**src/hdl/pts_pkg.sv**
```systemverilog
`default_nettype none
package pts_pkg;

    typedef struct packed {
        logic [7:0] char_byte;
        logic       last_byte;
        logic       empty_string;
    } item_t;

    typedef struct packed {
        logic       path_rejected;
        logic [2:0] reject_reason;
    } verdict_t;

    typedef enum logic [2:0] {
        REASON_OK            = 3'd0,
        REASON_EMPTY         = 3'd1,
        REASON_DOTDOT_SLASH  = 3'd2,
        REASON_TRAILING      = 3'd3,
        REASON_DOTDOT_BSLASH = 3'd4,
        REASON_ENCODED       = 3'd5,
        REASON_NULL          = 3'd6
    } reason_t;

    localparam logic [7:0] CH_NUL     = 8'h00;
    localparam logic [7:0] CH_SLASH   = 8'h2F;
    localparam logic [7:0] CH_BSLASH  = 8'h5C;
    localparam logic [7:0] CH_DOT     = 8'h2E;
    localparam logic [7:0] CH_PERCENT = 8'h25;
    localparam logic [7:0] CH_ZERO    = 8'h30;
    localparam logic [7:0] CH_TWO     = 8'h32;
    localparam logic [7:0] CH_FIVE    = 8'h35;
    localparam logic [7:0] CH_LC_C    = 8'h63;
    localparam logic [7:0] CH_LC_E    = 8'h65;
    localparam logic [7:0] CH_LC_F    = 8'h66;
    localparam logic [7:0] CASE_DELTA = 8'h20;

    localparam logic [2:0] MAX_REASON = 3'd6;

    // letter match in either case
    function automatic logic letter_eq(input logic [7:0] c, input logic [7:0] lc);
        letter_eq = (c == lc) || (c == (lc - CASE_DELTA));
    endfunction

endpackage
`default_nettype wire

```
**src/hdl/path_traversal_screen.sv**
```systemverilog
// Path traversal screen.
// Item channel (item_valid/item_ready/item): one path byte per transaction,
// last_byte marks the end of a string, empty_string marks a zero-length string.
// Verdict channel (verdict_valid/verdict_ready/verdict): one transaction per
// string, carrying path_rejected and reject_reason.
// Throughput: one item per cycle, sustained, while verdicts are taken.
// A final byte passes through the input register, then the screening logic
// into the verdict register, where its verdict becomes valid. Bytes that do
// not end a string produce no transaction.
// Reset clears the byte history, position count, hit flags and the valid
// flags of both pipeline registers; no transaction is pending afterwards.
// When the receiver stalls, the verdict register holds its transaction.
// Bytes that do not end a string keep flowing; a second final byte waits in
// the input register, and item_ready drops only while that register is
// occupied and cannot drain.
`default_nettype none
module path_traversal_screen
    import pts_pkg::*;
(
    input  wire logic     clk,
    input  wire logic     rst_n,
    input  wire logic     item_valid,
    output logic          item_ready,
    input  wire item_t    item,
    output logic          verdict_valid,
    input  wire logic     verdict_ready,
    output verdict_t      verdict
);

    item_t    item_reg;
    logic     stage_valid_reg, stage_valid_next;
    logic     out_valid_reg, out_valid_next;
    verdict_t out_reg;

    logic     advance;
    logic     due;
    verdict_t screened;

    pts_screen u_screen (
        .clk     (clk),
        .rst_n   (rst_n),
        .step    (advance),
        .item    (item_reg),
        .due     (due),
        .verdict (screened)
    );

    always_comb
    begin
        advance          = stage_valid_reg && (!due || !out_valid_reg || verdict_ready);
        item_ready       = !stage_valid_reg || advance;
        stage_valid_next = item_valid || (stage_valid_reg && !advance);
        if (!item_ready)
            stage_valid_next = stage_valid_reg;
        if (advance && due)
            out_valid_next = 1'b1;
        else if (verdict_ready)
            out_valid_next = 1'b0;
        else
            out_valid_next = out_valid_reg;
    end

    always_ff @(posedge clk or negedge rst_n)
    begin
        if (!rst_n)
        begin
            stage_valid_reg <= 1'b0;
            out_valid_reg   <= 1'b0;
        end
        else
        begin
            stage_valid_reg <= stage_valid_next;
            out_valid_reg   <= out_valid_next;
        end
    end

    always_ff @(posedge clk)
    begin
        if (item_valid && item_ready)
            item_reg <= item;
        if (advance && due)
            out_reg <= screened;
    end

    assign verdict_valid = out_valid_reg;
    assign verdict       = out_reg;

endmodule
`default_nettype wire

```
**src/hdl/pts_screen.sv**
```systemverilog
`default_nettype none
module pts_screen
    import pts_pkg::*;
(
    input  wire logic     clk,
    input  wire logic     rst_n,
    input  wire logic     step,
    input  wire item_t    item,
    output logic          due,
    output verdict_t      verdict
);

    logic [31:0] recent_reg, recent_next;
    logic [1:0]  pos_reg, pos_next;
    logic        ds_hit_reg, ds_hit_next;
    logic        db_hit_reg, db_hit_next;
    logic        enc_hit_reg, enc_hit_next;
    logic        nul_hit_reg, nul_hit_next;

    logic [7:0] c, p1, p2, p3, p4;
    logic       two;
    logic       ds_now, db_now, enc_now, nul_now, trailing;
    logic       ds_all, db_all, enc_all, nul_all;
    reason_t    reason;

    always_comb
    begin
        c   = item.char_byte;
        p1  = recent_reg[7:0];
        p2  = recent_reg[15:8];
        p3  = recent_reg[23:16];
        p4  = recent_reg[31:24];
        two = pos_reg[1];

        ds_now = two && (c == CH_SLASH) && (p1 == CH_DOT) && (p2 == CH_DOT)
                 && ((pos_reg == 2'd2) || (p3 == CH_SLASH));
        db_now = two && (c == CH_BSLASH) && (p1 == CH_DOT) && (p2 == CH_DOT);
        enc_now = (two && (p2 == CH_PERCENT)
                   && (((p1 == CH_TWO) && (letter_eq(c, CH_LC_F) || letter_eq(c, CH_LC_E)))
                       || ((p1 == CH_FIVE) && letter_eq(c, CH_LC_C))))
                  || ((p4 == CH_PERCENT) && (p3 == CH_TWO) && (p2 == CH_FIVE)
                   && (((p1 == CH_TWO) && (letter_eq(c, CH_LC_E) || letter_eq(c, CH_LC_F)))
                       || ((p1 == CH_FIVE) && letter_eq(c, CH_LC_C))));
        nul_now = (c == CH_NUL)
                  || (two && (p2 == CH_PERCENT) && (p1 == CH_ZERO) && (c == CH_ZERO));
        trailing = two && (p2 == CH_SLASH) && (p1 == CH_DOT) && (c == CH_DOT);

        ds_all  = ds_hit_reg | ds_now;
        db_all  = db_hit_reg | db_now;
        enc_all = enc_hit_reg | enc_now;
        nul_all = nul_hit_reg | nul_now;

        if (item.empty_string)
            reason = REASON_EMPTY;
        else if (ds_all)
            reason = REASON_DOTDOT_SLASH;
        else if (trailing)
            reason = REASON_TRAILING;
        else if (db_all)
            reason = REASON_DOTDOT_BSLASH;
        else if (enc_all)
            reason = REASON_ENCODED;
        else if (nul_all)
            reason = REASON_NULL;
        else
            reason = REASON_OK;

        due                   = item.empty_string | item.last_byte;
        verdict.reject_reason = reason;
        verdict.path_rejected = (reason != REASON_OK);
    end

    always_comb
    begin
        recent_next  = recent_reg;
        pos_next     = pos_reg;
        ds_hit_next  = ds_hit_reg;
        db_hit_next  = db_hit_reg;
        enc_hit_next = enc_hit_reg;
        nul_hit_next = nul_hit_reg;
        if (step)
        begin
            if (due)
            begin
                recent_next  = '0;
                pos_next     = '0;
                ds_hit_next  = 1'b0;
                db_hit_next  = 1'b0;
                enc_hit_next = 1'b0;
                nul_hit_next = 1'b0;
            end
            else
            begin
                recent_next  = {recent_reg[23:0], c};
                pos_next     = (pos_reg == 2'd3) ? pos_reg : pos_reg + 2'd1;
                ds_hit_next  = ds_all;
                db_hit_next  = db_all;
                enc_hit_next = enc_all;
                nul_hit_next = nul_all;
            end
        end
    end

    always_ff @(posedge clk or negedge rst_n)
    begin
        if (!rst_n)
        begin
            recent_reg  <= '0;
            pos_reg     <= '0;
            ds_hit_reg  <= 1'b0;
            db_hit_reg  <= 1'b0;
            enc_hit_reg <= 1'b0;
            nul_hit_reg <= 1'b0;
        end
        else
        begin
            recent_reg  <= recent_next;
            pos_reg     <= pos_next;
            ds_hit_reg  <= ds_hit_next;
            db_hit_reg  <= db_hit_next;
            enc_hit_reg <= enc_hit_next;
            nul_hit_reg <= nul_hit_next;
        end
    end

endmodule
`default_nettype wire

```
**config.mk**
```make
export PLATFORM = sky130hd
export DESIGN_NAME = path_traversal_screen
export DESIGN_NICKNAME = d
export VERILOG_FILES = /design/src/hdl/pts_pkg.sv /design/src/hdl/path_traversal_screen.sv /design/src/hdl/pts_screen.sv
export SDC_FILE = /design/constraint.sdc
export NUM_CORES = 1
export LEC_CHECK = 0
export BUFFER_PORTS_ARGS = -buffer_cell sky130_fd_sc_hd__buf_2
export CAP_MARGIN = 20
export CORE_MARGIN = 2
export CORE_UTILIZATION = 58
export DETAILED_ROUTE_END_ITERATION = 8
export PLACE_DENSITY_LB_ADDON = 0.3
export REMOVE_ABC_BUFFERS = 1
export SYNTH_ARGS = -nofsm -noshare
export SYNTH_HDL_FRONTEND = slang
export SYNTH_SLANG_ARGS = --single-unit
```
**constraint.sdc**
```tcl
create_clock -name clk -period 2.4 [get_ports clk]
set_input_delay 0.48 -clock clk [delete_from_list [all_inputs] [get_ports clk]]
set_output_delay 0.48 -clock clk [all_outputs]
set_load 0.02 [all_outputs]
```
**Word-level counts from Yosys, hierarchy flattened**

Index checks and enable logic that the tools add are counted.

- $add $sub $neg: 1
- Equality and inequality tests: 24
- Muxes and demuxes: 15
- Bitwise logic cells: 5
- Reductions and logical operators: 43

Operator list:

| kind | number |
|---|---|
| == test 8 x 6 -> 1 bit, second input constant | 14 |
| == test 8 x 7 -> 1 bit, second input constant | 7 |
| two-way mux 32 bit | 1 |
| logical AND 1 bit | 23 |
| two-way mux 3 bit | 6 |
| logical OR 1 bit | 12 |
| zero test 8 bit | 1 |
| two-way mux 1 bit | 6 |
| bitwise OR 1 bit | 5 |
| == test 2 bit, second input constant | 2 |
| zero test 1 bit | 4 |
| two-way mux 2 bit | 2 |
| nonzero test 3 bit | 1 |
| adder 2 x 1 -> 2 bit, second input constant | 1 |
| inequality test 2 bit, second input constant | 1 |
| AND reduction 2 bit | 1 |
| nonzero test 2 bit | 1 |

- Register bits after elaboration: 54
- Input port bits: 14
- Output and inout bits: 6
- Word-level logic and storage cells: 101

**Depth between registers and ports, before layout**

Gate-level depths: netlist of run 1.

- Depth after elaboration: 14
- Depth in mapped cells: 6
- Gate-level depth less buffers: 6

**By module**

Synthesis of run 1 repeated with hierarchy kept, for this count alone.

- Cells, all modules: 249
- Area total of the unflattened synthesis: 2481.1 µm²

Modules (own cells, without submodules):

| module | times used | cells an instance | area each (µm²) | seq. area each (µm²) |
|---|---|---|---|---|
| pts_screen | 1 | 225 | 1954.4 | 950.9 |
| path_traversal_screen | 1 | 24 | 526.8 | 470.5 |

**Worst setup path after synthesis of run 1**

No wires, ideal clock.

- Path type: register to register
- Start: register item_reg[2] in the netlist's numbering
- End: register out_reg, in the netlist verdict[1], data pin
- Setup time: 0.147 ns
- Arrival time: 1.729 ns
- Data required time: 2.253 ns
- Setup slack: 0.524 ns
- Stages on the path, launching flop included: 6
- Path buffers: 0
- Clock period less this slack: 1.876 ns
- Path through: edfxtp_1 -> or3b_1 -> or4_1 -> o31ai_2 -> nor3b_2 -> o2bb2ai_1

RTL lines:

| what | RTL line | RTL |
|---|---|---|
| start, declared | path_traversal_screen.sv:30 | `item_t item_reg;` |
| start signal, assigned | path_traversal_screen.sv:80 | `item_reg <= item;` |
| end signal, assigned | path_traversal_screen.sv:82 | `out_reg <= screened;` |
| end, declared | path_traversal_screen.sv:33 | `verdict_t out_reg;` |

==> impl_metrics.yaml, run 1 <==
run_status:
  status: "finished, final reports clean"
power_and_ir_drop:
  power.share.switching_pct: 25.5
  power.share.clock_pct: 28.3
  ir_worst_vdd_v: 0.000557
  p_seq_share_pct: 62.1
  p_int_mw: 1.26
  power_density_nw_per_um2: 676
  combPwrFrac_pct: 9.6
  leakagePower_nw: 1.07
  p_sw_uw: 431
  finalPower_mw: 1.69
clock_network:
  postCtsSetupRepairBufs: 0
  cts_buffers: 5
  cts_resized: 0
  root_buffer: "clkbuf_8"
  cts_buffer_depth: 2
  postCtsHoldBufs: 0
  clock_sinks: 54
  ctsHtreeMaxLevel: 2
  cts_tree: "done"
  clk_latency_ns: 0.30
  clkTransAtPathRegs_ns: 0.09
yosys:
  syn_avg_cell_area_sq_um: 12.8
  synth_cell_types: 42
  synth_area_sq_um: 2260
  synth_seq_cells: 54
  ys_seq_area_share_pct: 62.9
  postSynthCellCount: 176
  synth.top_cell.area_share_pct: 44.3
  yosysTopAreaCell: "dfrtp_1"
  ys_async_sr_fraction_pct: 74.1
  ys.flop_type: "dfrtp_1"
  synth_edf_count: 14
  synth_area_leaders: "dfrtp_1 44%, edfxtp_1 19%, a22o_1 12%, nor4bb_1 1.8%, nor2_1 1.7%"
  synth_warnings: 0
drt:
  via_per_inst: 6.46
  drc: 0
  drtIter0Drc: 144
  wl_per_cell_microns: 18.3
  first_pass_iters: 4
  wirelength_mm: 4.51
  vias: 1588
  antenna_left: 0
layout:
  diodes: 0
  multi_input_area_sq_um: 792
  layout-area-overhead-vs-synth_pct: 10.4
  ff_latch_area_sq_um: 1420
  largest_reg_flops: 32
  final_nets: 213
  drive_gt1_share_pct: 16.7
  fin_util_pct: 67.1
  stdcell_area_sq_um: 2490
  fillers: 278
place:
  hpwlAfterDp_mm: 3.20
  place_area_sq_um: 2410
  finalWeightedCongestion: 0.932
  io_buffer_count: 19
critical_path:
  critPathKind: "flip-flop to flip-flop"
  critical_path_arrival_ns: 2.25
  worstPathRequired_ns: 2.51
  crit_fanout: 5
  endpoint_kind: "flip-flop"
  cp-start-kind: "flip-flop"
die:
  die_width_microns: 66.4
  fp.dieH_microns: 66.4
  num_rows: 22
  design.die.area_sq_um: 4410
  start_util_pct: 60.8
  ios: 20
  core_sq_um: 3720
global_routing:
  antenna_found_initial: 0
  grt_usage_pct: 23.0
  grt_max_degree: 41
  grt_pass1_wl_mm: 7.49
  grt-ovfl-total: 0
  grt_pass1_vias: 1542
job:
  maxCapViolCount: 0
timing:
  drv_slew: 0
  hold_viol: 0
  setup-violations-final: 0
  fmax_ghz: 0.469
  finalCritPeriodShare_pct: 88.9
  grt_setup_unrepaired: "false"
  period_minus_slack_ns: 2.13
  tightestPinTransition_ns: 0.867
  clock_skew_ns: 0.00689
  relSlewSlack_pct: 42.2
hold_path:
  hp-class: "input port to asynchronous set/reset pin"
-- power groups by stage --
stage	combinational (mW)	sequential, mW	clock, mW
floorplan	0.0888	1.06	0
global route	0.179	1.05	0.531
CTS	0.163	1.05	0.493
detailed placement	0.163	1.06	0
global placement	0.155	1.06	0
finish	0.162	1.05	0.477
-- path summary, 6_finish.rpt --
check                                   startpoint                 endpoint  slack [ns]  cells after the start
setup / recovery                       item_reg[5]               verdict[0]        0.27                      5
hold / removal                               rst_n  u_screen.recent_reg[20]        0.28                      1
setup reg to reg                       item_reg[5]               verdict[0]        0.27                      5
hold reg to reg            u_screen.recent_reg[26]  u_screen.recent_reg[26]        0.51                      1
max in group asynchronous                    rst_n      u_screen.ds_hit_reg        1.57                      1
min in group clk                           item[8]              item_reg[8]        0.34                      1
-- per-stage QoR --
step	hold slack (ns)	std cells	setup slack, ns	setup TNS, ns
after CTS	0.309	246	0.314	0
after floorplan	0.184	168	-1.01	-31.59
after detailed placement	0.490	238	0.367	0
after global routing	0.329	246	0.128	0
final	0.282	246	0.266	0
after global placement	0.486	238	0.450	0
-- worst max-delay path, stage by stage, from the launching register on --
cell       delay, ns
edfxtp_1        0.45
nor4b_1         0.31
nand3b_1        0.18
a2111oi_0       0.41
a31oi_1         0.25
o31ai_1         0.34
-- kinds of logic after synthesis --
group / Yosys count / share of synthesized area, %
DFF: 54 / 62.9
AOI/OAI and AO/OA: 57 / 20.0
adders and majority gates: 2 / 1.11
and+or+nand+nor: 50 / 13.8
buffers and inverters: 13 / 2.21
-- routing by layer --
metal / track usage [%] / routed length [microns]
met1: 30.9 / 1930
met2: 35.8 / 2290
met3: 5.28 / 200
met4: 10.2 / 91
met5: 0 / 0
-- Yosys cell counts (2+ instances only) --
library cell / instances
buf_1: 2
a22o_1: 30
dfrtp_1: 40
inv_1: 5
nor4b_1: 3
or3_1: 2
o21ai_0: 7
clkbuf_1: 5
nand2_1: 9
edfxtp_1: 14
nor4bb_1: 4
nand2b_1: 3
and2_1: 2
nor2_1: 10
nand3b_1: 2
a31oi_1: 2
nor4_1: 2
ha_1: 2
nand4_1: 3
a21boi_0: 4
a21oi_1: 4
-- layout by cell type, fill, tap and decap left out, types with 3 or more instances in the layout --
cell,n
a21boi_0,4
a21oi_1,4
a22o_1,30
buf_2,19
buf_4,3
clkbuf_8,5
dfrtp_1,40
edfxtp_1,14
inv_1,5
nand2_1,9
nand2b_1,3
nand4_1,3
nor2_1,10
nor4b_1,3
nor4bb_1,4
o21ai_0,6
-- cell type report --
cell class / count / area share [%]
inverters: 5 / 0.752
clock buffers: 5 / 2.76
repair buffers: 22 / 4.71
well taps: 48 / 2.41
clock inverters: 3 / 0.652
flip-flops and latches: 54 / 57.0
multi-input cells: 109 / 31.7
Note: power is estimated with default switching activity, not from simulation.
==> run 2: changes to the inputs <==
--- a/config.mk
+++ b/config.mk
@@ -8,8 +8,9 @@
 export BUFFER_PORTS_ARGS = -buffer_cell sky130_fd_sc_hd__buf_2
 export CAP_MARGIN = 20
 export CORE_MARGIN = 2
-export CORE_UTILIZATION = 58
+export CORE_UTILIZATION = 60
 export DETAILED_ROUTE_END_ITERATION = 8
+export HOLD_SLACK_MARGIN = 0.05
 export PLACE_DENSITY_LB_ADDON = 0.3
 export REMOVE_ABC_BUFFERS = 1
 export SYNTH_ARGS = -nofsm -noshare
==> constraint.sdc (replaced) <==
create_clock -name clk -period 2.6 [get_ports clk]
set_input_delay 0.52 -clock clk [delete_from_list [all_inputs] [get_ports clk]]
set_output_delay 0.52 -clock clk [all_outputs]
set_load 0.02 [all_outputs]
==> run 2 against run 1 <==
  * Register-to-register slack improved by 0.23 ns
  * Global-route usage rose by 1.3 points
  * Non-clock buffer count fell by 1
  * Critical path type is now flip-flop to output pin
  * Count of clock-buffer cells in the layout rose by 2
  * Largest power group unchanged
  * Critical endpoint is now item_ready
  * Sequential share of layout area barely moved
  * Worst hold slack improved by 0.041 ns
==> impl_metrics.yaml, run 2 (same netlist as run 1, synthesis figures left out) <==
critical_path:
  crit_buf_inv: 1
  cp.depth: 4
  endpoint: "item_ready"
  timing.rr.start: "item_reg[2]"
  r2r_cells: 5
  cp_slowest_cell: "edfxtp_1"
  cp-start-kind: "flip-flop"
  critPathLaunch: "item_reg[0]"
  r2r_slack_ns: 0.50
  path_cells: "nor2_1 > nor2_1 > nand2_1 > buf_2"
  worstReg2RegEnd: "verdict[1]"
  cp_top_family: "simple AND/OR/NAND/NOR gates"
  endpoint_kind: "output pin"
  worstPathRequired_ns: 2.08
  crit_fanout: 7
  critical_path_arrival_ns: 1.62
  max_stage_delay_ns: 0.50
  critPathKind: "flip-flop to output pin"
  crit_top_cell: "nor2_1"
die:
  ios: 20
  die_width_microns: 65.4
  num_rows: 22
  design.die.area_sq_um: 4270
  start_util_pct: 62.2
  core_sq_um: 3630
  fp.dieH_microns: 65.4
drt:
  wl_per_cell_microns: 18.0
  vias: 1633
  wirelength_mm: 4.42
  drtIter0Drc: 180
  first_pass_iters: 4
  via_per_inst: 6.67
  antenna_left: 0
  drc: 0
layout:
  layout-area-overhead-vs-synth_pct: 10.4
  final_cell_mix: "40 x dfrtp_1, 30 x a22o_1, 19 x buf_2, 14 x edfxtp_1, 10 x nor2_1"
  diodes: 0
  final_nets: 212
  largest_reg_flops: 32
  layout_commonest_cell: "dfrtp_1"
  stdcell_area_sq_um: 2490
  fin_cells: 245
  drive_gt1_share_pct: 16.2
power_and_ir_drop:
  power.share.switching_pct: 25.0
  power_density_nw_per_um2: 635
  combPwrFrac_pct: 9.3
  ir_worst_vdd_v: 0.000399
  power.share.clock_pct: 29.8
  leakagePower_nw: 1.08
  p_sw_uw: 397
  p_seq_share_pct: 61.0
  p_int_mw: 1.19
clock_network:
  clock_sinks: 54
  postCtsSetupRepairBufs: 0
  ctsHtreeMaxLevel: 2
  cts_tree: "done"
  cts_resized: 0
  cts_buffer_depth: 2
  postCtsHoldBufs: 0
  root_buffer: "clkbuf_8"
  cts_buffers: 5
  clk_latency_ns: 0.31
  clkTransAtPathRegs_ns: 0.09
hold_path:
  hp-class: "input port to asynchronous set/reset pin"
timing:
  fmax_ghz: 0.467
  tightestPinTransition_ns: 0.875
  drv_slew: 0
  hold_viol: 0
  clock_skew_ns: 0.00532
  grt_setup_unrepaired: "false"
  finalCritPeriodShare_pct: 82.3
  period_minus_slack_ns: 2.14
  worst_slack_ns: 0.459
  relSlewSlack_pct: 41.7
  setup-violations-final: 0
place:
  io_buffer_count: 19
  place_area_sq_um: 2400
  placed_cells: 237
  finalWeightedCongestion: 0.858
  dp_worst_setup_slack_ns: 0.559
  hpwlAfterDp_mm: 3.06
job:
  maxCapViolCount: 0
global_routing:
  antenna_found_initial: 0
  grt_pass1_wl_mm: 7.66
  grt_usage_pct: 24.3
  grt-ovfl-total: 0
  grt_pass1_vias: 1641
  grt_max_degree: 41
run_status:
  status: "finished, final reports clean"
## run 2: routing by layer
layer,track usage (%),wire (microns)
met3,4.79,312
met2,40.3,2230
met1,31.0,1770
met5,0,0
met4,10.9,102
## run 2: power by group through the flow
stage               Sequential [mW]  Combinational [mW]  Clock, mW
CTS                           0.965               0.148      0.480
floorplan                     0.977              0.0820          0
finish                        0.967               0.147      0.471
global placement              0.979               0.141          0
global route                  0.973               0.164      0.514
detailed placement            0.982               0.147          0
## run 2: worst register-to-register path: stages, from the launching register on
cell and delay (ns):
edfxtp_1 0.47, or3b_1 0.42, or4_1 0.43, o31ai_2 0.25
nor3b_2 0.23, o2bb2ai_1 0.15
## run 2: how the worst min path moves through the flow
stage / from / to
CTS: rst_n / u_screen.recent_reg[25]
detailed placement: u_screen.recent_reg[10] / u_screen.recent_reg[18]
global placement: u_screen.recent_reg[26] / u_screen.recent_reg[26]
floorplan: rst_n / stage_valid_reg
finish: rst_n / u_screen.recent_reg[22]
global route: item[0] / item_reg[0]
## run 2: final cells by class
| class | instances | area [sq um] |
|---|---|---|
| Fill cell | 276 | 1140 |
| Sequential cell | 54 | 1420 |
| Tap cell | 48 | 60.1 |
| Inverter | 5 | 18.8 |
| Clock buffer | 7 | 86.3 |
| Clock inverter | 1 | 5.00 |
| Timing Repair Buffer | 21 | 110 |
| Multi-Input combinational cell | 109 | 792 |
## run 2: metrics by stage
step                total power, mW  setup TNS (ns)  hold WS (ns)  util [%]
floorplan                      1.06          -24.71         0.224         -
global placement               1.12               0         0.484      66.1
detailed placement             1.13               0         0.493      66.1
CTS                            1.59               0         0.352      68.6
global route                   1.65               0         0.366      68.6
finish                         1.58               0         0.323      68.6
==> run 3: changes to the inputs <==
--- a/config.mk
+++ b/config.mk
@@ -8,7 +8,7 @@
 export BUFFER_PORTS_ARGS = -buffer_cell sky130_fd_sc_hd__buf_2
 export CAP_MARGIN = 20
 export CORE_MARGIN = 2
-export CORE_UTILIZATION = 60
+export CORE_UTILIZATION = 52
 export DETAILED_ROUTE_END_ITERATION = 8
 export HOLD_SLACK_MARGIN = 0.05
 export PLACE_DENSITY_LB_ADDON = 0.3
==> constraint.sdc (replaced) <==
create_clock -name clk -period 1.8 [get_ports clk]
set_input_delay 0.36 -clock clk [delete_from_list [all_inputs] [get_ports clk]]
set_output_delay 0.36 -clock clk [all_outputs]
set_load 0.02 [all_outputs]
==> run 3 against run 2 <==
  * The run now ends with setup timing left
  * Setup slack worse by 0.77 ns
  * Routed wire length up 34%
  * Die area rose by 14%
  * Sequential share of layout area fell by 9.1 points
  * Clock skew increased by 0.0030 ns
  * Register-to-register slack worse by 0.81 ns
  * Critical path depth is 2 higher
  * First-iteration DRC count decreased by 8.3%
  * Non-clock buffer count rose by 42
  * Highest routed layer unchanged
==> impl_metrics.yaml, run 3 (same netlist as run 1, synthesis figures left out) <==
run_status:
  status: "complete, but fails checks"
  violations: "setup timing"
drt:
  drc: 0
  vias: 1845
  via_per_inst: 6.38
  drtIter0Drc: 165
  first_pass_iters: 4
  wirelength_mm: 5.93
  antenna_left: 0
  wl_per_cell_microns: 20.5
layout:
  fin_util_pct: 72.7
  final_cell_mix: "39 x buf_4, 39 x dfrtp_1, 30 x a22o_1, 19 x buf_2, 14 x edfxtp_1"
  drive_gt1_share_pct: 37.7
  largest_reg_flops: 32
  diodes: 0
  fin_cells: 289
  final_nets: 254
  layout-area-overhead-vs-synth_pct: 31.5
  stdcell_area_sq_um: 2970
global_routing:
  antenna_found_initial: 0
  grt_max_degree: 41
  grt_pass1_vias: 1765
  grt_pass1_wl_mm: 8.63
  grt-ovfl-total: 0
  grt_usage_pct: 22.8
power_and_ir_drop:
  ir_worst_vdd_v: 0.000904
  combPwrFrac_pct: 14.0
  p_int_mw: 1.79
  power_density_nw_per_um2: 818
  p_seq_share_pct: 57.2
  leakagePower_nw: 1.32
  p_sw_uw: 636
  power.share.clock_pct: 28.9
  finalPower_mw: 2.43
  power.share.switching_pct: 26.2
place:
  place_area_sq_um: 2670
  finalWeightedCongestion: 0.913
  io_buffer_count: 19
  placed_cells: 271
  hpwlAfterDp_mm: 3.42
  dp_worst_setup_slack_ns: -0.194
timing:
  tns_ns: -1.40
  setup-violations-final: 8
  finalCritPeriodShare_pct: 117
  hold_viol: 0
  drv_slew: 0
  grt_setup_unrepaired: "true"
  tightestPinTransition_ns: 0.499
  clock_skew_ns: 0.00830
  worst_slack_ns: -0.309
  fmax_ghz: 0.474
  holdWs_ns: 0.0934
  relSlewSlack_pct: 66.7
  period_minus_slack_ns: 2.11
clock_network:
  cts_tree: "done"
  clk_latency_ns: 0.31
  cts_buffers: 5
  postCtsHoldBufs: 0
  clkTransAtPathRegs_ns: 0.09
  cts_buffer_depth: 2
  clock_sinks: 54
  ctsHtreeMaxLevel: 2
  root_buffer: "clkbuf_8"
die:
  start_util_pct: 55.3
  die_width_microns: 69.9
  fp.dieH_microns: 69.9
  ios: 20
  num_rows: 23
  core_sq_um: 4090
  design.die.area_sq_um: 4890
critical_path:
  critPathKind: "flip-flop to flip-flop"
  endpoint_kind: "flip-flop"
  path_cells: "or3b_4 > or4_4 > o31ai_4 > buf_4 > nor2_2 > a21boi_1"
  cp_top_family: "simple AND/OR/NAND/NOR gates"
  crit_buf_inv: 1
  timing.rr.start: "item_reg[2]"
  r2r_cells: 6
  cp_slowest_cell: "or4_4"
  max_stage_delay_ns: 0.45
  crit_fanout: 3
  critical_path_arrival_ns: 2.27
  worstPathRequired_ns: 1.96
  cp-start-kind: "flip-flop"
  worstReg2RegEnd: "verdict[2]"
  r2r_slack_ns: -0.31
job:
  maxCapViolCount: 0
hold_path:
  hp-class: "input port to asynchronous set/reset pin"
## run 3: final cells by class
class	instances	area [sq um]
clock buffers	8	90.1
flip-flops and latches	54	1420
repair buffers	63	462
multi-input cells	109	915
well taps	50	62.6
inverters	5	18.8
fillers	262	1120
## run 3: how the worst max path moves through the flow
stage / slack, ns / depth (start not counted) / end / from
after CTS: -0.17 / 5 / verdict[1] / item_reg[2]
after detailed placement: -0.19 / 5 / verdict[1] / item_reg[3]
after global placement: -0.13 / 5 / verdict[1] / item_reg[3]
final: -0.31 / 6 / verdict[2] / item_reg[2]
after floorplan: -1.52 / 3 / verdict[0] / verdict_valid
after global routing: -0.37 / 7 / verdict[2] / u_screen.recent_reg[6]
## run 3: worst register-to-register path, cell delays in order, from the launching register on
cell      delay, ns
edfxtp_1       0.43
or3b_4         0.43
or4_4          0.45
o31ai_4        0.27
buf_4          0.17
nor2_2         0.05
a21boi_1       0.16
## run 3: repair_timing
action,in CTS,in global routing
gates resized for setup,12,19
buffers inserted,6,5
pin swaps,7,6
setup endpoints to repair,6,8
## run 3: routing by layer
layer  vias up  part of all wire [%]  global-route usage, %
met5         -                     0                      0
met4         0                   2.8                   10.3
met3        15                   6.7                   5.92
met2        90                    49                   36.0
met1       928                    41                   29.9
li1        812                     -                      -
## run 3: power groups by stage
stage	sequential, mW	clock [mW]	combinational [mW]
2_1_floorplan	1.41	0	0.118
3_3_place_gp	1.40	0	0.291
3_5_place_dp	1.41	0	0.301
4_1_cts	1.38	0.697	0.315
5_1_grt	1.40	0.765	0.367
6_report	1.39	0.701	0.339
